$ cat src/pcfs_pkg.sv
// shared types and constants for the png chunk color flag scanner
package pcfs_pkg;

   // png file signature, first byte at index 0
   localparam logic [7:0] SIG_BYTES [8] = '{
      8'h89, 8'h50, 8'h4e, 8'h47, 8'h0d, 8'h0a, 8'h1a, 8'h0a
   };

   // chunk type codes as they arrive, big-endian
   localparam logic [31:0] TYPE_ICCP = 32'h6943_4350;
   localparam logic [31:0] TYPE_SRGB = 32'h7352_4742;
   localparam logic [31:0] TYPE_CHRM = 32'h6348_524d;
   localparam logic [31:0] TYPE_GAMA = 32'h6741_4d41;

   // length, type and crc bytes around the chunk data
   localparam logic [32:0] CHUNK_OVERHEAD = 33'd12;
   localparam logic [4:0]  MIN_TOTAL      = 5'd20;
   localparam logic [4:0]  TOTAL_SAT      = 5'd31;

   // one byte of the file as held in the input register
   typedef struct packed {
      logic       last_byte;
      logic [7:0] data_byte;
   } byte_type;

   // one result of a scanned file
   typedef struct packed {
      logic has_gamma;
      logic has_chromaticity;
      logic has_srgb_chunk;
      logic has_icc;
      logic valid_res;
   } result_type;

endpackage

$ cat src/pcfs_walker.sv
// signature check and chunk walk state with its per-byte update
module pcfs_walker (
   input  logic                  clock,
   input  logic                  reset,
   input  logic                  step,
   input  pcfs_pkg::byte_type    byte_in,
   output pcfs_pkg::result_type  result
);

   localparam logic PHASE_SIG   = 1'b0;
   localparam logic PHASE_CHUNK = 1'b1;

   localparam int FLAG_ICC  = 0;
   localparam int FLAG_SRGB = 1;
   localparam int FLAG_CHRM = 2;
   localparam int FLAG_GAMA = 3;

   logic        phase_ff,   phase_in;
   logic [2:0]  sig_idx_ff, sig_idx_in;
   logic [32:0] count_ff,   count_in;
   logic [31:0] length_ff,  length_in;
   logic [31:0] type_ff,    type_in;
   logic [3:0]  flags_ff,   flags_in;
   logic        error_ff,   error_in;
   logic [4:0]  total_ff,   total_in;

   logic [32:0] count_inc;
   logic [32:0] chunk_end;
   logic        file_ok;

   always_comb begin
      phase_in   = phase_ff;
      sig_idx_in = sig_idx_ff;
      count_in   = count_ff;
      length_in  = length_ff;
      type_in    = type_ff;
      flags_in   = flags_ff;
      error_in   = error_ff;
      total_in   = (total_ff == pcfs_pkg::TOTAL_SAT) ? total_ff : total_ff + 5'd1;
      count_inc  = count_ff + 33'd1;
      chunk_end  = {1'b0, length_ff} + pcfs_pkg::CHUNK_OVERHEAD;

      unique case (phase_ff)
         PHASE_SIG: begin
            if (byte_in.data_byte != pcfs_pkg::SIG_BYTES[sig_idx_ff]) begin
               error_in = 1'b1;
            end
            sig_idx_in = sig_idx_ff + 3'd1;
            if (sig_idx_ff == 3'd7) begin
               phase_in = PHASE_CHUNK;
            end
         end
         PHASE_CHUNK: begin
            if (count_ff < 33'd4) begin
               length_in = {length_ff[23:0], byte_in.data_byte};
            end else if (count_ff < 33'd8) begin
               type_in = {type_ff[23:0], byte_in.data_byte};
            end
            count_in = count_inc;
            if (count_inc == pcfs_pkg::CHUNK_OVERHEAD) begin
               if (type_ff == pcfs_pkg::TYPE_ICCP) flags_in[FLAG_ICC]  = 1'b1;
               if (type_ff == pcfs_pkg::TYPE_SRGB) flags_in[FLAG_SRGB] = 1'b1;
               if (type_ff == pcfs_pkg::TYPE_CHRM) flags_in[FLAG_CHRM] = 1'b1;
               if (type_ff == pcfs_pkg::TYPE_GAMA) flags_in[FLAG_GAMA] = 1'b1;
            end
            // length bytes are settled long before the end of a chunk
            if (count_inc >= pcfs_pkg::CHUNK_OVERHEAD && count_inc == chunk_end) begin
               count_in  = '0;
               length_in = '0;
               type_in   = '0;
            end
         end
         default: begin
            phase_in = PHASE_SIG;
         end
      endcase

      file_ok = !error_in && (total_in >= pcfs_pkg::MIN_TOTAL) &&
                (phase_in == PHASE_CHUNK) && (count_in < pcfs_pkg::CHUNK_OVERHEAD);

      result.valid_res        = file_ok;
      result.has_icc          = file_ok & flags_in[FLAG_ICC];
      result.has_srgb_chunk   = file_ok & flags_in[FLAG_SRGB];
      result.has_chromaticity = file_ok & flags_in[FLAG_CHRM];
      result.has_gamma        = file_ok & flags_in[FLAG_GAMA];
   end

   always_ff @(posedge clock) begin
      if (reset || (step && byte_in.last_byte)) begin
         phase_ff   <= PHASE_SIG;
         sig_idx_ff <= '0;
         count_ff   <= '0;
         length_ff  <= '0;
         type_ff    <= '0;
         flags_ff   <= '0;
         error_ff   <= 1'b0;
         total_ff   <= '0;
      end else if (step) begin
         phase_ff   <= phase_in;
         sig_idx_ff <= sig_idx_in;
         count_ff   <= count_in;
         length_ff  <= length_in;
         type_ff    <= type_in;
         flags_ff   <= flags_in;
         error_ff   <= error_in;
         total_ff   <= total_in;
      end
   end

endmodule

$ cat src/png_chunk_color_flag_scanner.sv
// top level of the png chunk color flag scanner
//
// usage
//   the req channel carries a png file one byte per transfer, req_tlast on
//   the final byte. the scanner checks the 8-byte signature, walks the chunks
//   (length, type, data, crc) and notes iCCP, sRGB, cHRM and gAMA chunks.
//   for each file one transfer leaves on the rsp channel, taken at the last
//   byte: valid_res plus four flags, flags forced to zero when not valid.
// throughput and pipeline
//   one byte per cycle sustained, unless a last byte is held (see stalls). a byte
//   lands in the input register and is folded into the walk state when it steps
//   out; that same edge loads the result register, which drives rsp_tvalid.
// reset
//   synchronous reset empties the input and result registers and returns
//   the walker to the start of a file. the walker also restarts by itself
//   after every last byte, ready for the next file with no gap.
// stalls
//   while a result waits on rsp_tready, ordinary bytes keep flowing; only a
//   next last byte holds in the input register and drops req_tready.
module png_chunk_color_flag_scanner (
   input  logic       clock,
   input  logic       reset,
   input  logic       req_tvalid,
   output logic       req_tready,
   input  logic [7:0] req_tdata,   // [7:0] data_byte
   input  logic       req_tlast,   // last_byte
   output logic       rsp_tvalid,
   input  logic       rsp_tready,
   output logic [7:0] rsp_tdata    // [0] valid_res, [1] has_icc, [2] has_srgb_chunk,
                                   // [3] has_chromaticity, [4] has_gamma, [7:5] zero
);

   // input register
   logic                 in_valid_ff, in_valid_in;
   pcfs_pkg::byte_type   in_byte_ff;

   // result register
   logic                 rsp_valid_ff, rsp_valid_in;
   pcfs_pkg::result_type rsp_data_ff;

   pcfs_pkg::result_type walk_result;
   logic                 advance;
   logic                 step;

   // a held byte moves on unless it would emit a result into a full,
   // stalled result register
   assign advance    = !in_byte_ff.last_byte || !rsp_valid_ff || rsp_tready;
   assign step       = in_valid_ff && advance;
   assign req_tready = !in_valid_ff || advance;

   assign in_valid_in  = (req_tvalid && req_tready) ? 1'b1 : (step ? 1'b0 : in_valid_ff);
   assign rsp_valid_in = (step && in_byte_ff.last_byte) ? 1'b1 :
                         (rsp_tready ? 1'b0 : rsp_valid_ff);

   always_ff @(posedge clock) begin
      if (reset) begin
         in_valid_ff  <= 1'b0;
         rsp_valid_ff <= 1'b0;
      end else begin
         in_valid_ff  <= in_valid_in;
         rsp_valid_ff <= rsp_valid_in;
      end
   end

   // payload registers, no reset needed
   always_ff @(posedge clock) begin
      if (req_tvalid && req_tready) begin
         in_byte_ff.data_byte <= req_tdata;
         in_byte_ff.last_byte <= req_tlast;
      end
      if (step && in_byte_ff.last_byte) begin
         rsp_data_ff <= walk_result;
      end
   end

   // signature and chunk walk
   pcfs_walker u_walker (
      .clock   (clock),
      .reset   (reset),
      .step    (step),
      .byte_in (in_byte_ff),
      .result  (walk_result)
   );

   assign rsp_tvalid = rsp_valid_ff;
   assign rsp_tdata  = {3'b000, rsp_data_ff};

`ifndef NO_ASSERTIONS
   // an invalid file never reports a chunk flag
   assert property (@(posedge clock) disable iff (reset)
      rsp_tvalid && !rsp_tdata[0] |-> rsp_tdata[4:1] == 4'b0000)
      else $error("flags set on an invalid file result");

   // input side only stalls on a held last byte behind a waiting result
   assert property (@(posedge clock) disable iff (reset)
      !req_tready |-> in_valid_ff && in_byte_ff.last_byte && rsp_valid_ff && !rsp_tready)
      else $error("input stalled without a pending result");

   // a result appears only after a last byte went through the walker
   assert property (@(posedge clock) disable iff (reset)
      $rose(rsp_tvalid) |-> $past(step) && $past(in_byte_ff.last_byte))
      else $error("result without a last byte");
`endif

endmodule

$ cat config.mk
export PLATFORM = sky130hd
export DESIGN_NAME = png_chunk_color_flag_scanner
export DESIGN_NICKNAME = d
export VERILOG_FILES = /design/src/pcfs_pkg.sv /design/src/pcfs_walker.sv /design/src/png_chunk_color_flag_scanner.sv
export SDC_FILE = /design/constraint.sdc
export NUM_CORES = 1
export LEC_CHECK = 0
export BUFFER_PORTS_ARGS = -buffer_cell sky130_fd_sc_hd__buf_2
export CAP_MARGIN = 20
export CORE_MARGIN = 2
export CORE_UTILIZATION = 45
export DETAILED_ROUTE_END_ITERATION = 16
export PLACE_DENSITY = 0.7
export SYNTH_ARGS = -nofsm -noshare
export SYNTH_HDL_FRONTEND = slang
export SYNTH_HIERARCHICAL = 1
export SYNTH_SLANG_ARGS = --single-unit
$ cat constraint.sdc
create_clock -name clock -period 5.3 [get_ports clock]
set_clock_uncertainty 0.15 [all_clocks]
set_input_delay 0.795 -clock clock [delete_from_list [all_inputs] [get_ports clock]]
set_output_delay 0.795 -clock clock [all_outputs]
set_load 0.01 [all_outputs]
==> out/summary.md <==
The run finished with clean final reports. The average via count per standard cell was 6.05. The die covers 17300 sq um. Of all nets on the critical path, the largest fanout is 8. The run gives 701 as the iteration-0 DRC count of the detailed router. In the layout the commonest cells are dfxtp_1, nor2_1, nand2_1, xnor2_1, nand3_1. In this run the power density over the cells is 279 nW/um^2. The number of levels in the clock H-tree was 4; the overall die height was 131 um. Counting the buffers created by CTS gives 17. In this run, distinct cell masters in the synthesized netlist total 71. The class of the worst hold path was flip-flop to flip-flop. The final layout contains 858 nets. The area of the mapped netlist was 7310 sq um.

Critical path launch point type: a flip-flop. Summing all multi-input logic gate instances after layout gives 4300 sq um. The tools report the first-pass GRT wire length as 30600 um. The slowest stage of the critical path belongs to the cell nor4b_1. For the data required time at the worst endpoint, the log shows 5.30 ns. The time the final worst path needs with I/O delays and setup was 4.84 ns; the average size of a mapped cell was 8.62 sq um. Number of buffers on the longest clock path: 2. The dominant cell type by area after synthesis was dfxtp_1. In this run the critical register-to-register path is captured at rsp_tdata[4]$_DFFE_PP_. The slew at the pin with the worst max-slew slack came out at 0.923 ns. Max-cap violations in this run came to 0. Clock latency on the worst-skew pair, taken at its later pin, is 0.43 ns.

The worst slew slack as a fraction of its limit came out at 0.376. By startpoint and endpoint, the worst setup path is classified as flip-flop to flip-flop. The switching part of the total power was 0.228. Part of the total power dissipated in the clock network: 0.541. In this run, synthesis inferred 14 flip-flops with an integrated enable. Following the worst setup path forward leads to its endpoint at rsp_tdata[4]$_DFFE_PP_.

Counting cells, the worst reg-to-reg path comes to 11. The half-perimeter wire length of the detailed placement result came out at 13300 um. Number of failing hold endpoints at the final stage: 0. The initial core utilization was 0.460. TritonCTS built the clock tree. Clock tree synthesis selected as its root buffer the cell clkbuf_16. The run gives 15900 sq um as the core region area.

The cell that appears most often on the critical path is nand4_1. After technology mapping, the gate count stands at 848. The logs give 0 ns for the sum of negative setup slack and 0 for the residual overflow from global routing. After detailed routing, the average wire length per cell comes to 17.8 um. Registers take 2680 sq um.

The die is 131 um wide. The worst IR drop on VDD is 257 uV, and the area overhead of the layout relative to synthesis is 11.7%. Summed over all layers, the routed wires come to 19000 um. Yosys attributes the largest share of cell area to dfxtp_1, xnor2_1, edfxtp_1. For the total routing resource utilization after global routing, the log shows 0.220.

Fill cells in the final layout number 1472. The library cell used most frequently in the layout, excluding fill and tap cells, is dfxtp_1. The worst path arrival time was 4.84 ns. The most critical setup path has its startpoint at u_walker/count_ff[0]$_SDFFE_PP0P_. Setup repair after global routing left no endpoint under its margin. In this run the register-to-register setup slack is 0.46 ns. The sequential fraction of the synthesis area is 0.367.

Final max-slew violation count: 0. For the via count of the first global-routing pass, the log shows 5909. The logs give 0 for the number of remaining DRC errors and 0 for the post-CTS setup-driven buffer insertion count. The run gives 46 as the number of rows in the core area. Post-CTS repair changed the size of 0 cells.

The internal power of the cells totals 1.76 mW. The finished layout holds 1065 standard cells, fillers aside. The analysis attributes to net switching a power of 0.520 mW.

CTS saw 127 sinks. The layout cell share with drive strength beyond 1 works out to 0.100. The count of placed standard cells including taps was 1033.

Entering global routing, the biggest net connects 37 pins. The highest clock rate came out at 0.207 GHz. Once detail routing completed, the nets flagged for antenna violations numbered 0.

Walking the worst path, the cells encountered are ha_1 > nand3_1 > nor4_2 > nand4_1 > xor2_1 > nand4_1 > nor4b_1 > nand3b_1 > nor3b_4 > a311oi_1 > nor2_1. The power share of the combinational group was 0.026. After clock tree synthesis, the clock-pin slew on the worst setup and hold paths is 0.06 ns. The number of hold buffers added after CTS was 0.

In this run the tool buffered the top-level ports with 19 buffer cells. The first TritonRoute pass finished after 5 iterations. Post-route fraction of the period consumed by the critical path: 0.913.

For this run, the leading register cell type out of synthesis is dfxtp_1. The leakage power figure was 2.95 nW. The logs give 0.434 for the sequential cell fraction of total power and 6441 for the via count of the routed design. The post-layout worst setup margin is 0.461 ns, and the count of inserted antenna diode cells is 0. For the synthesis warning total, the log shows 6. For the worst slack at placement, the log shows 0.343 ns. The initial antenna violation count came out at 0. The tools report the setup-violating endpoint count in the final report as 0. The weighted congestion reported at the end of routability-driven placement is 0.917, and the number of synthesized register bits is 127. The share of the synthesized area in the top cell type is 0.310, and the delay of the slowest cell on the worst path is 0.85 ns.

The share of async-settable or async-resettable flops after synthesis came out at 0. The tools report the start of the worst register-to-register path as u_walker/count_ff[0]$_SDFFE_PP0P_. 23 I/O pins were placed.

The worst setup path is captured at a flip-flop.
-- sequential cells by signal, indices dropped and copies added, names as in the netlist --
| name | cells |
|---|---|
| u_walker/count_ff | 33 |
| u_walker/length_ff | 32 |
| u_walker/type_ff | 32 |
| in_byte_ff | 9 |
| rsp_tdata | 5 |
| u_walker/total_ff | 5 |
| u_walker/flags_ff | 4 |
| u_walker/sig_idx_ff | 3 |
| in_valid_ff | 1 |
| rsp_tvalid | 1 |
| u_walker/error_ff | 1 |
| u_walker/phase_ff | 1 |
-- critical path, delay by kind of cell, from the launching register on --
kind / cells / cell delay, ns
fa+ha+maj: 1 / 0.32
simple gates: 8 / 2.67
flops: 1 / 0.45
compound gates: 1 / 0.68
xor+xnor: 1 / 0.29
-- synthesized netlist by cell type, drive strengths merged (6+ instances only) --
cell type  number
a21oi          23
a22o           32
a32o           32
and3           14
buf            22
clkbuf         46
dfxtp         113
edfxtp         14
ha              9
inv            18
nand2          59
nand2b          6
nand3          56
nand4          38
nand4b          9
nor2           80
nor3           29
nor4           25
nor4b           9
o21ai          20
or4            10
xnor2          57
xor2           41
-- worst min-delay path by stage --
stage	startpoint	to	slack (ns)	depth (start not counted)
2_1_floorplan	u_walker/flags_ff[0]$_SDFFE_PP0P_	u_walker/flags_ff[0]$_SDFFE_PP0P_	0.29	2
3_3_place_gp	u_walker/flags_ff[2]$_SDFFE_PP0P_	u_walker/flags_ff[2]$_SDFFE_PP0P_	0.30	2
3_5_place_dp	u_walker/flags_ff[2]$_SDFFE_PP0P_	u_walker/flags_ff[2]$_SDFFE_PP0P_	0.31	2
4_1_cts	u_walker/flags_ff[2]$_SDFFE_PP0P_	u_walker/flags_ff[2]$_SDFFE_PP0P_	0.32	2
5_1_grt	u_walker/flags_ff[3]$_SDFFE_PP0P_	u_walker/flags_ff[3]$_SDFFE_PP0P_	0.34	2
6_report	u_walker/flags_ff[0]$_SDFFE_PP0P_	u_walker/flags_ff[0]$_SDFFE_PP0P_	0.32	2
-- stage by stage --
stage,cell area [sq um],util,hold WS (ns),power (mW)
after global placement,7530,0.474,0.299,1.07
after CTS,8150,0.513,0.321,2.30
after global routing,8160,0.514,0.341,2.35
after detailed placement,7530,0.474,0.307,1.07
final,8160,0.514,0.316,2.28
after floorplan,7310,-,0.287,1.05
-- cell type report --
cell class,instances,area share
clock buffers,19,0.0543
clock inverters,13,0.0218
inverters,18,0.00828
multi-input cells,637,0.527
flip-flops and latches,127,0.329
well taps,216,0.0331
repair buffers,35,0.0264
-- power by group through the flow --
stage | logic, mW | clock network (mW) | registers, mW
global placement | 0.0576 | 0 | 1.01
finish | 0.0590 | 1.23 | 0.988
detailed placement | 0.0582 | 0 | 1.01
floorplan | 0.0407 | 0 | 1.01
global route | 0.0653 | 1.30 | 0.989
CTS | 0.0587 | 1.25 | 0.988
-- per-layer routing --
| metal | up-vias | wire [um] | track usage |
|---|---|---|---|
| met1 | 3051 | 8400 | 0.284 |
| met5 | - | 0 | 0 |
| met2 | 244 | 8990 | 0.353 |
| li1 | 3102 | - | - |
| met3 | 44 | 1180 | 0.0625 |
| met4 | 0 | 414 | 0.0743 |
-- cell families (layout without fill, tap and decap cells) --
family                   count (synthesis)  in the layout  share of synthesized area
adder cells (fa/ha/maj)                  9              9                     0.0154
XOR/XNOR                               101            101                      0.127
other                                    1              3                   0.000513
multiplexers                             4              4                    0.00565
AND/OR/NAND/NOR                        369            369                      0.275
buffers and inverters                   86             85                     0.0488
AO/OA/AOI/OAI                          151            151                      0.161
flip-flops                             127            127                      0.367
Power figures use the tool's default switching activity.
